<file path="src/nalscan_pkg.sv">
// Shared types, constants and the NAL type decoder of the Annex B unit scanner.
package nalscan_pkg;

    localparam int MAX_UNIT_BYTES = 65535;
    localparam int QUEUE_DEPTH    = 4;

    localparam logic [1:0] CODEC_AVC  = 2'd0;
    localparam logic [1:0] CODEC_HEVC = 2'd1;
    localparam logic [1:0] CODEC_VVC  = 2'd2;

    localparam logic [7:0] BYTE_ZERO = 8'h00;
    localparam logic [7:0] BYTE_ONE  = 8'h01;

    localparam logic [5:0] AVC_SEI       = 6'd6;
    localparam logic [5:0] HEVC_SEI_PRE  = 6'd39;
    localparam logic [5:0] HEVC_SEI_SUF  = 6'd40;
    localparam logic [5:0] VVC_SEI_PRE   = 6'd23;
    localparam logic [5:0] VVC_SEI_SUF   = 6'd24;

    typedef struct packed {
        logic [7:0] data_byte;
        logic       area_last;
    } t_in;

    typedef struct packed {
        logic [15:0] unit_index;
        logic [15:0] unit_size;
        logic [1:0]  header_size;
        logic [5:0]  unit_type;
        logic        type_valid;
        logic        is_sei;
        logic        run_last;
    } t_out;

    // One ended unit as the front end sees it, before type decode.
    typedef struct packed {
        logic [15:0] index;
        logic [15:0] size;
        logic [7:0]  hb0;
        logic [7:0]  hb1;
    } t_unit_rec;

    // Everything one byte produced: one or two ended units.
    typedef struct packed {
        logic      two;
        t_unit_rec rec0;
        t_unit_rec rec1;
    } t_q_entry;

    function automatic t_out decode_unit(input logic [1:0] codec, input t_unit_rec rec,
                                         input logic last);
        t_out       res;
        logic [5:0] typ;
        res            = '0;
        res.unit_index = rec.index;
        res.unit_size  = rec.size;
        res.run_last   = last;
        typ            = '0;
        case (codec)
            CODEC_AVC: begin
                if (rec.size != 16'd0) begin
                    typ              = {1'b0, rec.hb0[4:0]};
                    res.header_size  = 2'd1;
                    res.type_valid   = 1'b1;
                    res.unit_type    = typ;
                    res.is_sei       = (typ == AVC_SEI);
                end
            end
            CODEC_HEVC: begin
                if (rec.size != 16'd0) begin
                    typ              = rec.hb0[6:1];
                    res.header_size  = 2'd2;
                    res.type_valid   = 1'b1;
                    res.unit_type    = typ;
                    res.is_sei       = (typ == HEVC_SEI_PRE) || (typ == HEVC_SEI_SUF);
                end
            end
            CODEC_VVC: begin
                if (rec.size > 16'd1) begin
                    typ              = {1'b0, rec.hb1[7:3]};
                    res.header_size  = 2'd2;
                    res.type_valid   = 1'b1;
                    res.unit_type    = typ;
                    res.is_sei       = (typ == VVC_SEI_PRE) || (typ == VVC_SEI_SUF);
                end
            end
            default: begin
                res.header_size = 2'd0;
            end
        endcase
        return res;
    endfunction

endpackage

</file>
<file path="src/nalscan_front.sv">
// Front end: start code hunt, unit delimiting and size counting, one byte per cycle while i_accept is high.
module nalscan_front #(
    parameter int MAX_UNIT_BYTES = nalscan_pkg::MAX_UNIT_BYTES
) (
    input  logic                  i_clk,
    input  logic                  i_rst_n,
    input  logic                  i_accept,
    input  nalscan_pkg::t_in      i_data,
    output logic                  o_q_push,
    output nalscan_pkg::t_q_entry o_q_entry
);

    localparam int CNT_W = $clog2(MAX_UNIT_BYTES + 3);
    localparam logic [CNT_W-1:0] CNT_TOP = CNT_W'(MAX_UNIT_BYTES + 2);
    localparam int CAP_INT = (MAX_UNIT_BYTES < 65535) ? MAX_UNIT_BYTES : 65535;
    localparam logic [CNT_W-1:0] SIZE_CAP = CNT_W'(CAP_INT);

    logic             r_in_unit,  n_in_unit;
    logic [1:0]       r_zero_run, n_zero_run;
    logic [CNT_W-1:0] r_body,     n_body;
    logic [7:0]       r_hb0,      n_hb0;
    logic [7:0]       r_hb1,      n_hb1;
    logic [15:0]      r_next_idx, n_next_idx;

    logic                   emit_a, emit_b;
    logic                   is_zero, is_one, run2;
    nalscan_pkg::t_unit_rec rec_a, rec_b;

    function automatic logic [15:0] sat_size(input logic [CNT_W-1:0] body,
                                             input logic [1:0] drop);
        logic [CNT_W-1:0] diff;
        logic [CNT_W-1:0] dropw;
        dropw = CNT_W'(drop);
        diff  = (body >= dropw) ? (body - dropw) : '0;
        if (diff > SIZE_CAP) begin
            diff = SIZE_CAP;
        end
        return 16'(diff);
    endfunction

    always_comb begin
        n_in_unit  = r_in_unit;
        n_zero_run = r_zero_run;
        n_body     = r_body;
        n_hb0      = r_hb0;
        n_hb1      = r_hb1;
        n_next_idx = r_next_idx;
        emit_a     = 1'b0;
        is_zero    = (i_data.data_byte == nalscan_pkg::BYTE_ZERO);
        is_one     = (i_data.data_byte == nalscan_pkg::BYTE_ONE);
        run2       = (r_zero_run >= 2'd2);

        rec_a.index = r_next_idx;
        rec_a.size  = sat_size(r_body, 2'd2);
        rec_a.hb0   = r_hb0;
        rec_a.hb1   = r_hb1;

        if (r_in_unit) begin
            if (is_zero && run2) begin
                // Three zeros close the unit; keep counting toward a start code.
                emit_a     = 1'b1;
                n_in_unit  = 1'b0;
                n_zero_run = 2'd3;
            end else if (is_one && run2) begin
                emit_a     = 1'b1;
                n_in_unit  = 1'b1;
                n_zero_run = '0;
                n_body     = '0;
                n_hb0      = '0;
                n_hb1      = '0;
            end else begin
                n_zero_run = is_zero ? (r_zero_run + 2'd1) : 2'd0;
                if (r_body == CNT_W'(0)) begin
                    n_hb0 = i_data.data_byte;
                end else if (r_body == CNT_W'(1)) begin
                    n_hb1 = i_data.data_byte;
                end
                if (r_body < CNT_TOP) begin
                    n_body = r_body + CNT_W'(1);
                end
            end
        end else begin
            if (is_zero) begin
                if (r_zero_run != 2'd3) begin
                    n_zero_run = r_zero_run + 2'd1;
                end
            end else if (is_one && run2) begin
                n_in_unit  = 1'b1;
                n_zero_run = '0;
                n_body     = '0;
                n_hb0      = '0;
                n_hb1      = '0;
            end else begin
                n_zero_run = '0;
            end
        end

        if (emit_a) begin
            n_next_idx = r_next_idx + 16'd1;
        end

        // End of area flushes a pending unit with its trailing zeros.
        emit_b      = i_data.area_last && n_in_unit;
        rec_b.index = n_next_idx;
        rec_b.size  = sat_size(n_body, 2'd0);
        rec_b.hb0   = n_hb0;
        rec_b.hb1   = n_hb1;

        if (i_data.area_last) begin
            n_in_unit  = 1'b0;
            n_zero_run = '0;
            n_body     = '0;
            n_hb0      = '0;
            n_hb1      = '0;
            n_next_idx = '0;
        end

        o_q_entry.two  = emit_a && emit_b;
        o_q_entry.rec0 = emit_a ? rec_a : rec_b;
        o_q_entry.rec1 = rec_b;
        o_q_push       = i_accept && (emit_a || emit_b);
    end

    always_ff @(posedge i_clk) begin
        if (!i_rst_n) begin
            r_in_unit  <= 1'b0;
            r_zero_run <= '0;
            r_body     <= '0;
            r_hb0      <= '0;
            r_hb1      <= '0;
            r_next_idx <= '0;
        end else if (i_accept) begin
            r_in_unit  <= n_in_unit;
            r_zero_run <= n_zero_run;
            r_body     <= n_body;
            r_hb0      <= n_hb0;
            r_hb1      <= n_hb1;
            r_next_idx <= n_next_idx;
        end
    end

endmodule

</file>
<file path="src/nalscan_queue.sv">
// Short register queue between the front end and the result stage.
module nalscan_queue (
    input  logic                  i_clk,
    input  logic                  i_rst_n,
    input  logic                  i_push,
    input  nalscan_pkg::t_q_entry i_entry,
    output logic                  o_full,
    input  logic                  i_pop,
    output logic                  o_empty,
    output nalscan_pkg::t_q_entry o_entry
);

    localparam int DEPTH = nalscan_pkg::QUEUE_DEPTH;
    localparam int PTR_W = (DEPTH > 1) ? $clog2(DEPTH) : 1;
    localparam int CNT_W = $clog2(DEPTH + 1);

    nalscan_pkg::t_q_entry r_mem [DEPTH];
    logic [PTR_W-1:0]      r_wr_ptr, n_wr_ptr;
    logic [PTR_W-1:0]      r_rd_ptr, n_rd_ptr;
    logic [CNT_W-1:0]      r_count,  n_count;

    assign o_full  = (r_count == CNT_W'(DEPTH));
    assign o_empty = (r_count == CNT_W'(0));
    assign o_entry = r_mem[r_rd_ptr];

    always_comb begin
        n_wr_ptr = r_wr_ptr;
        n_rd_ptr = r_rd_ptr;
        n_count  = r_count;
        if (i_push) begin
            n_wr_ptr = (r_wr_ptr == PTR_W'(DEPTH - 1)) ? '0 : (r_wr_ptr + PTR_W'(1));
        end
        if (i_pop) begin
            n_rd_ptr = (r_rd_ptr == PTR_W'(DEPTH - 1)) ? '0 : (r_rd_ptr + PTR_W'(1));
        end
        if (i_push && !i_pop) begin
            n_count = r_count + CNT_W'(1);
        end else if (i_pop && !i_push) begin
            n_count = r_count - CNT_W'(1);
        end
    end

    always_ff @(posedge i_clk) begin
        if (!i_rst_n) begin
            r_wr_ptr <= '0;
            r_rd_ptr <= '0;
            r_count  <= '0;
        end else begin
            r_wr_ptr <= n_wr_ptr;
            r_rd_ptr <= n_rd_ptr;
            r_count  <= n_count;
        end
    end

    always_ff @(posedge i_clk) begin
        if (i_push) begin
            r_mem[r_wr_ptr] <= i_entry;
        end
    end

endmodule

</file>
<file path="src/nalscan_back.sv">
// Result stage: type decode and output register, one or two results per entry.
module nalscan_back (
    input  logic                  i_clk,
    input  logic                  i_rst_n,
    input  logic [1:0]            i_codec,
    input  logic                  i_q_empty,
    input  nalscan_pkg::t_q_entry i_q_entry,
    output logic                  o_q_pop,
    input  logic                  i_pop,
    output logic                  o_empty,
    output nalscan_pkg::t_out     o_data
);

    logic              r_valid, n_valid;
    logic              r_second, n_second;
    nalscan_pkg::t_out r_out, n_out;
    logic              load;

    assign load = !r_valid || i_pop;

    always_comb begin
        n_valid  = r_valid;
        n_second = r_second;
        n_out    = r_out;
        o_q_pop  = 1'b0;
        if (load) begin
            n_valid = !i_q_empty;
            if (!i_q_empty) begin
                if (!r_second) begin
                    n_out = nalscan_pkg::decode_unit(i_codec, i_q_entry.rec0, !i_q_entry.two);
                    if (i_q_entry.two) begin
                        n_second = 1'b1;
                    end else begin
                        o_q_pop = 1'b1;
                    end
                end else begin
                    n_out    = nalscan_pkg::decode_unit(i_codec, i_q_entry.rec1, 1'b1);
                    n_second = 1'b0;
                    o_q_pop  = 1'b1;
                end
            end
        end
    end

    always_ff @(posedge i_clk) begin
        if (!i_rst_n) begin
            r_valid  <= 1'b0;
            r_second <= 1'b0;
        end else begin
            r_valid  <= n_valid;
            r_second <= n_second;
        end
    end

    always_ff @(posedge i_clk) begin
        r_out <= n_out;
    end

    assign o_empty = !r_valid;
    assign o_data  = r_out;

endmodule

</file>
<file path="src/annexb_nal_unit_scanner_unit.sv">
// Top level of the Annex B NAL unit scanner: front end, queue, result stage, codec register.
//
// Input channel: present one byte of the data area on i_data with push; a transaction
// completes at a rising edge with push high and full low. Mark the final byte of an area
// with area_last; the scan state (unit count included) then clears for the next area.
// Result channel: while empty is low, o_data holds the oldest NAL unit report; pop takes it.
// Each byte yields zero, one or two reports; run_last flags the final one of a byte.
// Configuration: write the codec format (0 AVC, 1 HEVC, 2 VVC) through i_cfg_valid /
// i_cfg_data; o_cfg_ready is always high. Write it only while the block is idle.
// Throughput: one byte per cycle while full is low, set by the zero-run tracker in the
// front end. A byte that closes a unit and also ends the area gives two reports, which
// leave the output register in turn.
// Path: the front end queues a byte's reports; the result stage registers them for output.
// Stall: a four-entry queue (an entry per byte with reports) parts the front end from the
// output register; when pop stays low, the queue fills and full rises until reports drain.
// Reset (synchronous, active low): clears the scan state, the queue, the output valid and
// sets the codec format to AVC.
module annexb_nal_unit_scanner_unit #(
    parameter int MAX_UNIT_BYTES = nalscan_pkg::MAX_UNIT_BYTES
) (
    input  logic              i_clk,
    input  logic              i_rst_n,
    input  logic              push,
    output logic              full,
    input  nalscan_pkg::t_in  i_data,
    output logic              empty,
    input  logic              pop,
    output nalscan_pkg::t_out o_data,
    input  logic              i_cfg_valid,
    output logic              o_cfg_ready,
    input  logic [1:0]        i_cfg_data
);

    logic [1:0]            r_codec;
    logic                  in_accept;
    logic                  q_push;
    logic                  q_full;
    logic                  q_pop;
    logic                  q_empty;
    nalscan_pkg::t_q_entry q_wr_entry;
    nalscan_pkg::t_q_entry q_rd_entry;

    // Codec register: always ready, written whenever the transaction completes.
    assign o_cfg_ready = 1'b1;

    always_ff @(posedge i_clk) begin
        if (!i_rst_n) begin
            r_codec <= nalscan_pkg::CODEC_AVC;
        end else if (i_cfg_valid && o_cfg_ready) begin
            r_codec <= i_cfg_data;
        end
    end

    // Hold off the input side only when the queue has no room.
    assign full      = q_full;
    assign in_accept = push && !q_full;

    nalscan_front #(
        .MAX_UNIT_BYTES(MAX_UNIT_BYTES)
    ) u_front (
        .i_clk     (i_clk),
        .i_rst_n   (i_rst_n),
        .i_accept  (in_accept),
        .i_data    (i_data),
        .o_q_push  (q_push),
        .o_q_entry (q_wr_entry)
    );

    nalscan_queue u_queue (
        .i_clk   (i_clk),
        .i_rst_n (i_rst_n),
        .i_push  (q_push),
        .i_entry (q_wr_entry),
        .o_full  (q_full),
        .i_pop   (q_pop),
        .o_empty (q_empty),
        .o_entry (q_rd_entry)
    );

    // Type decode uses the current codec; the user changes it only while idle; not enforced.
    nalscan_back u_back (
        .i_clk     (i_clk),
        .i_rst_n   (i_rst_n),
        .i_codec   (r_codec),
        .i_q_empty (q_empty),
        .i_q_entry (q_rd_entry),
        .o_q_pop   (q_pop),
        .i_pop     (pop),
        .o_empty   (empty),
        .o_data    (o_data)
    );

`ifndef SYNTHESIS
    a_no_push_when_full: assert property (@(posedge i_clk) disable iff (!i_rst_n)
        !(q_push && q_full))
        else $error("front end pushed into a full queue");

    a_no_pop_when_empty: assert property (@(posedge i_clk) disable iff (!i_rst_n)
        !(q_pop && q_empty))
        else $error("result stage popped an empty queue");

    a_second_follows: assert property (@(posedge i_clk) disable iff (!i_rst_n)
        (pop && !empty && !o_data.run_last) |=> !empty)
        else $error("second report of a byte did not follow at once");

    a_invalid_type_clean: assert property (@(posedge i_clk) disable iff (!i_rst_n)
        (!empty && !o_data.type_valid) |->
            (o_data.unit_type == 6'd0 && !o_data.is_sei && o_data.header_size == 2'd0))
        else $error("undecoded unit carries type fields");
`endif

endmodule

</file>
<file path="config.mk">
export PLATFORM = sky130hd
export DESIGN_NAME = annexb_nal_unit_scanner_unit
export DESIGN_NICKNAME = d
export VERILOG_FILES = /design/src/nalscan_pkg.sv /design/src/nalscan_front.sv /design/src/nalscan_queue.sv /design/src/nalscan_back.sv /design/src/annexb_nal_unit_scanner_unit.sv
export SDC_FILE = /design/constraint.sdc
export NUM_CORES = 1
export LEC_CHECK = 0
export ABC_AREA = 1
export BUFFER_PORTS_ARGS = -buffer_cell sky130_fd_sc_hd__buf_2
export CORE_UTILIZATION = 40
export DETAILED_ROUTE_END_ITERATION = 8
export GPL_TIMING_DRIVEN = 0
export PLACE_DENSITY = 0.65
export SLEW_MARGIN = 15
export SYNTH_ARGS = -nofsm -noshare
export SYNTH_HDL_FRONTEND = slang
export SYNTH_HIERARCHICAL = 1
export SYNTH_SLANG_ARGS = --single-unit
export TNS_END_PERCENT = 50
</file>
<file path="constraint.sdc">
create_clock -name i_clk -period 5.46 [get_ports i_clk]
set_clock_uncertainty 0.2 [all_clocks]
set_input_delay 0.273 -clock i_clk [delete_from_list [all_inputs] [get_ports i_clk]]
set_output_delay 0.273 -clock i_clk [all_outputs]
set_load 0.05 [all_outputs]
</file>
Yosys cells after proc, flatten, opt, wreduce, memory -nomap -nowiden
Memories as Yosys holds them, arrays and structs flattened. A register that Yosys moved wholly into a read port is not among the register bits.
Cells that the tools add are included.
{ "word_totals": {"ff_bits": 106, "latchBits": 0, "ramBits": 388, "mem_bits_ro": 0, "input_bits": 16, "out_inout_bits": 46, "memories": 1} }
{ "memory_table": {"columns": ["memory", "words", "word_bits", "rd", "rd_ports_with_merged_regs", "wr", "line", "rtl"], "rows": [
  ["u_queue.r_mem", 4, 97, 1, 1, 1, "nalscan_queue.sv:17", "nalscan_pkg::t_q_entry r_mem [DEPTH];"]
]} }
{ "op_classes": {"n_addsub": 8, "n_mul": 0, "div_mod_pow": 0, "order_cmp": 8, "n_eq_ne": 19, "n_shift": 0, "muxes": 68, "bitwise_logic": 1, "reduce_logical": 29} }
{ "ops": {"columns": ["cell", "n"], "rows": [
  ["17-bit 2-to-1 mux", 9],
  ["8-bit 2-to-1 mux", 15],
  ["16-bit 2-to-1 mux", 4],
  ["48-bit 2-to-1 mux", 1],
  ["8-bit one-hot mux with 3 select lines", 2],
  ["43-bit 2-to-1 mux", 1],
  ["10-bit 2-to-1 mux", 4],
  ["17-bit by 16-bit > comparator with 1-bit output, second input constant", 2],
  ["16-bit by 1-bit > comparator with 1-bit output, second input constant", 2],
  ["16-bit nonzero test", 2],
  ["6-bit == test, second input constant", 4],
  ["2-bit 2-to-1 mux", 11],
  ["5-bit == test, second input constant", 4],
  ["9-bit 2-to-1 mux", 2],
  ["17-bit by 1-bit adder with 17-bit output, second input constant", 1],
  ["17-bit by 1-bit == test with 1-bit output, second input constant", 1],
  ["17-bit by 1-bit >= comparator with 1-bit output, second input constant", 1],
  ["17-bit by 2-bit >= comparator with 1-bit output, second input constant", 1],
  ["17-bit logical NOT", 1],
  ["17-bit < comparator, second input constant", 1],
  ["17-bit by 2-bit subtractor with 17-bit output, second input constant", 1],
  ["16-bit by 1-bit adder with 16-bit output, second input constant", 1],
  ["1-bit 2-to-1 mux", 15],
  ["2-bit one-hot mux with 3 select lines", 2],
  ["other kinds (21)", 45]
]} }

Logic depth before layout (Yosys ltp)
{ "logic_depth": {"depth_word": 12, "mapped_depth": 20, "ltp_nobuf": 19} }

Cells and area by module
The synthesis kept the hierarchy.
{ "by_module_without_submodules": {"columns": ["mod", "instances", "cells_per_inst", "area_each_um2", "seq_area_each_um2"], "rows": [
  ["nalscan_queue", 1, 996, 14797.9, 11831.3],
  ["nalscan_front", 1, 827, 4835.9, 1041.0],
  ["nalscan_back", 1, 336, 2598.7, 1331.3],
  ["annexb_nal_unit_scanner_unit", 1, 16, 96.3, 40.0]
]} }

Worst setup path after synthesis
No wires, ideal clock.
{ "synth_timing": {"path_kind": "register -> register", "startpoint": "register u_front.r_zero_run[0]", "endpoint": "memory u_queue/r_mem[0][0] in the netlist's numbering, enable pin", "setup_time_ns": 0.451, "arrival_time_ns": 3.709, "required_ns": 4.809, "path_slack_ns": 1.101, "path_stages_with_launch": 13, "path_buffers": 1, "cell_sequence": "dfxtp_1 -> inv_1 -> ha_1 -> nor2_1 -> inv_1 -> nand2_2 -> inv_1 -> nor2_4 -> buf_4 -> nand2_1 -> a21oi_1 -> nand2_1 -> inv_1"} }
{ "synth_via": {"elab_chain_cells": 10, "elab_cells_between_ends": 14} }
{ "synth_rtl": {"columns": ["item", "line", "rtl"], "rows": [
  ["start, declared", "nalscan_front.sv:19", "logic [1:0] r_zero_run, n_zero_run;"],
  ["start signal, assigned", "nalscan_front.sv:134", "r_zero_run <= n_zero_run;"],
  ["2-bit >= comparator (*)", "nalscan_front.sv:51", "run2 = (r_zero_run >= 2'd2);"],
  ["1-bit logical AND", "nalscan_front.sv:64, nalscan_front.sv:87", null],
  ["1-bit 2-to-1 mux", "nalscan_front.sv:64, nalscan_front.sv:87", null],
  ["1-bit 2-to-1 mux", "nalscan_front.sv:83", "if (is_zero) begin"],
  ["1-bit 2-to-1 mux", "nalscan_front.sv:58", "if (r_in_unit) begin"],
  ["1-bit logical AND", "nalscan_front.sv:103", "emit_b = i_data.area_last && n_in_unit;"],
  ["1-bit logical OR (*)", "nalscan_front.sv:121", "o_q_push = i_accept && (emit_a || emit_b);"],
  ["1-bit logical AND (*)", "nalscan_front.sv:121", null],
  ["named net q_push", "annexb_nal_unit_scanner_unit.sv:36", "logic q_push;"],
  ["1-bit 2-to-1 mux (*)", "nalscan_queue.sv:56", "if (i_push) begin"],
  ["1-bit 2-to-1 mux (not written as such) (*)", "nalscan_queue.sv:57", "r_mem[r_wr_ptr] <= i_entry;"],
  ["end, declared", "nalscan_queue.sv:17", null]
]} }
Mark *: on every way through the listed nets, which the timed path passes. The rest lies on a longest branch.

Worst setup path after layout
{ "layout_timing": {"startpoint": "input port i_data[5] in the netlist's numbering", "endpoint": "memory u_queue/r_mem[0][31] in the netlist's numbering, enable pin"} }
{ "layout_via": {"elab_chain_cells": 10, "elab_cells_between_ends": 15} }
{ "layout_rtl": {"columns": ["item", "line", "rtl"], "rows": [
  ["start, declared", "annexb_nal_unit_scanner_unit.sv:25", "input nalscan_pkg::t_in i_data,"],
  ["8-bit by 1-bit == test with 1-bit output", "nalscan_front.sv:50", "is_one = (i_data.data_byte == nalscan_pkg::BYTE_ONE);"],
  ["1-bit logical AND", "nalscan_front.sv:64, nalscan_front.sv:87", null],
  ["1-bit 2-to-1 mux", "nalscan_front.sv:64, nalscan_front.sv:87", null],
  ["1-bit 2-to-1 mux", "nalscan_front.sv:83", null],
  ["1-bit 2-to-1 mux", "nalscan_front.sv:58", null],
  ["1-bit logical AND", "nalscan_front.sv:103", null],
  ["1-bit logical OR (*)", "nalscan_front.sv:121", null],
  ["1-bit logical AND (*)", "nalscan_front.sv:121", null],
  ["named net q_push", "annexb_nal_unit_scanner_unit.sv:36", null],
  ["1-bit 2-to-1 mux (*)", "nalscan_queue.sv:56", null],
  ["1-bit 2-to-1 mux (not written as such) (*)", "nalscan_queue.sv:57", null]
]} }
Marks and branches as above.

==> results_dict.tcl <==
set metrics [dict create \
    run_status "completed" \
    die_w_um 231 \
    timing.critical_path.to_type "flip-flop" \
    first_pass_iters 5 \
    power.density_nw_per_um2 401 \
    power_switching_share_pct 32.6 \
    routabilityCongestion 0.922 \
    grt_first_pass_wirelength_um 87300 \
    dp_hpwl_um 39700 \
    finalCoreUtilization_pct 46.5 \
    switchingPower_mw 3.13 \
    cp.arrival_ns 4.24 \
    unrepaired_setup_endpoints_after_global_routing "no" \
    max_cap_viol_count 0 \
    most-common-layout-cells "455 x sky130_fd_sc_hd__nand2_1, 399 x sky130_fd_sc_hd__edfxtp_1, 259 x sky130_fd_sc_hd__nor2_1" \
    postSynthCellCount 2063 \
    final_hold_slack_ns 0.00993 \
    pwr-share-clk_pct 33.7 \
    timing_max_transition_violations_final 0 \
    peakVddDrop_v 0.000249 \
    cts_inserted_buffers 47 \
    synth-warning-count 6 \
    first_iter_violations 1454 \
    drtAntennaViolNets 0 \
    routed_wire_length_um 57800 \
    synth.net_count 2098 \
    drc_errors 0 \
    via_count_of_the_routed_design 15745 \
    worst-slew-pin-transition_ns 1.05 \
    die_area_um2 53300 \
    power.internal_mw 6.48 \
    period_needed_ns 4.19 \
    grtUsageTotal_pct 21.5 \
    clock_path_buffers 3 \
    setup.worst_path.class "input pin to flip-flop" \
    layout_worst_path_cycle_share_pct 76.8 \
    power_frac_comb_pct 23.9 \
    drive_above_1_share_pct 12.7 \
    h-tree-depth 2 \
    critical_path.max_fanout 46 \
    cts_post_setup_buffers_inserted 0 \
    cts_root_buf "sky130_fd_sc_hd__clkbuf_16" \
    ioPinCount 62 \
    postCtsResizedCells 0 \
    cts_num_sinks 460 \
    antenna_found_initial 0 \
    antennaDiodeCount 0 \
    die_y_um 231 \
    ctsHoldBuffers 14 \
    report.final.setup_viol 0 \
    clk_pin_slew_worst_paths_ns 0.06 \
    syn-cell-area_um2 20900 \
    total_power_mw 9.61 \
    design.final.nets 2227 \
    avgRoutedWirePerCell_um 19.9 \
    pin_count_of_the_biggest_net_entering_global_routing 66 \
    grt_pass1_vias 14922 \
    setup_tns_after_final_layout_ns 0 \
    r2r_setup_slack_ns 1.36 \
    hold_viol_final 0 \
    timing.fmax_ghz 0.238 \
    timing.critical_path.from_type "input pin" \
    floorplan.initialDensity_pct 40.6 \
    layout_commonest_cell "sky130_fd_sc_hd__nand2_1" \
    worst-endpoint-required_ns 5.51 \
    buffer_ports.inserted 60 \
    power.sequential.fraction_pct 42.4 \
    grt_overflow_total 0 \
    layout-area-overhead-vs-synth_pct 14.5 \
    worst_hold_path_type "input pin to flip-flop" \
    syn_area_per_cell_um2 10.1 \
    cts_tree "built" \
    fp-row-count 83 \
    avgViaCountPerCell 5.41 \
    core_area_um2 51500 \
    max_slew_margin_pct 30.1 \
    power_leakage_nw 8.86 \
    clk-insertion-delay-late_ns 0.59 \
]
==> worst max-delay path: stages <==
cell	delay, ns
sky130_fd_sc_hd__dlygate4sd3_1	0.54
sky130_fd_sc_hd__buf_2	0.14
sky130_fd_sc_hd__nor2_1	0.10
sky130_fd_sc_hd__nand2_1	0.15
sky130_fd_sc_hd__nor2_4	0.18
sky130_fd_sc_hd__nand2_2	0.10
sky130_fd_sc_hd__nand2_2	0.12
sky130_fd_sc_hd__nand2_1	0.19
sky130_fd_sc_hd__buf_2	0.29
sky130_fd_sc_hd__buf_4	0.21
sky130_fd_sc_hd__a21oi_1	0.83
sky130_fd_sc_hd__nand2_1	0.27
sky130_fd_sc_hd__inv_6	0.46
sky130_fd_sc_hd__buf_16	0.32
==> power groups by stage <==
stage | combinational, mW | clock [mW] | sequential [mW]
2_1_floorplan | 1.05 | 0 | 4.59
3_3_place_gp | 2.58 | 0 | 4.24
3_5_place_dp | 2.27 | 0 | 4.15
4_1_cts | 2.29 | 3.30 | 4.08
5_1_grt | 2.45 | 3.43 | 4.09
6_report | 2.30 | 3.24 | 4.07
==> final cells by class <==
class / count / area (um2)
fill: 4785 / 27600
clock inverter: 27 / 307
tap: 680 / 851
clock buffer: 58 / 1240
multi-input combinational: 1348 / 6520
sequential: 460 / 13200
inverter: 115 / 457
buffer: 140 / 781
timing repair buffer: 80 / 598
==> registers in the layout, indices dropped and copies added (netlist names), named ones only <==
register and flops:
r_codec 2, u_back/o_data 43, u_back/r_second 1, u_back/r_valid 1
u_front/r_body 17, u_front/r_hb0 7, u_front/r_hb1 5, u_front/r_in_unit 1
u_front/r_next_idx 16, u_front/r_zero_run 2, u_queue/r_count 3, u_queue/r_mem 356
u_queue/r_rd_ptr 2, u_queue/r_wr_ptr 2
==> per-stage QoR <==
step	worst slack [ns]	cell area (um2)	std cells
CTS	1.35	24000	2908
global route	1.08	24000	2908
finish	1.27	24000	2908
detailed placement	1.31	22300	2809
floorplan	1.20	20900	2063
global placement	-1.06	22100	2803
==> routing by layer <==
layer  track usage, %  routed length (um)
met4             6.52                1540
met3             4.36                4230
met1             28.2               24400
met2             35.7               27600
met5                0                   0
==> final timing paths <==
check	startpoint	to	cells past startpoint
min	i_data[6]	u_queue/r_mem[1][13]	3
max reg2reg	u_queue/r_count[0]	u_queue/r_mem[0][31]	8
min reg2reg	u_front/r_hb1[7]	u_front/r_hb1[7]	2
max	i_data[5]	u_queue/r_mem[0][31]	14
Power figures use the tool's default switching activity.
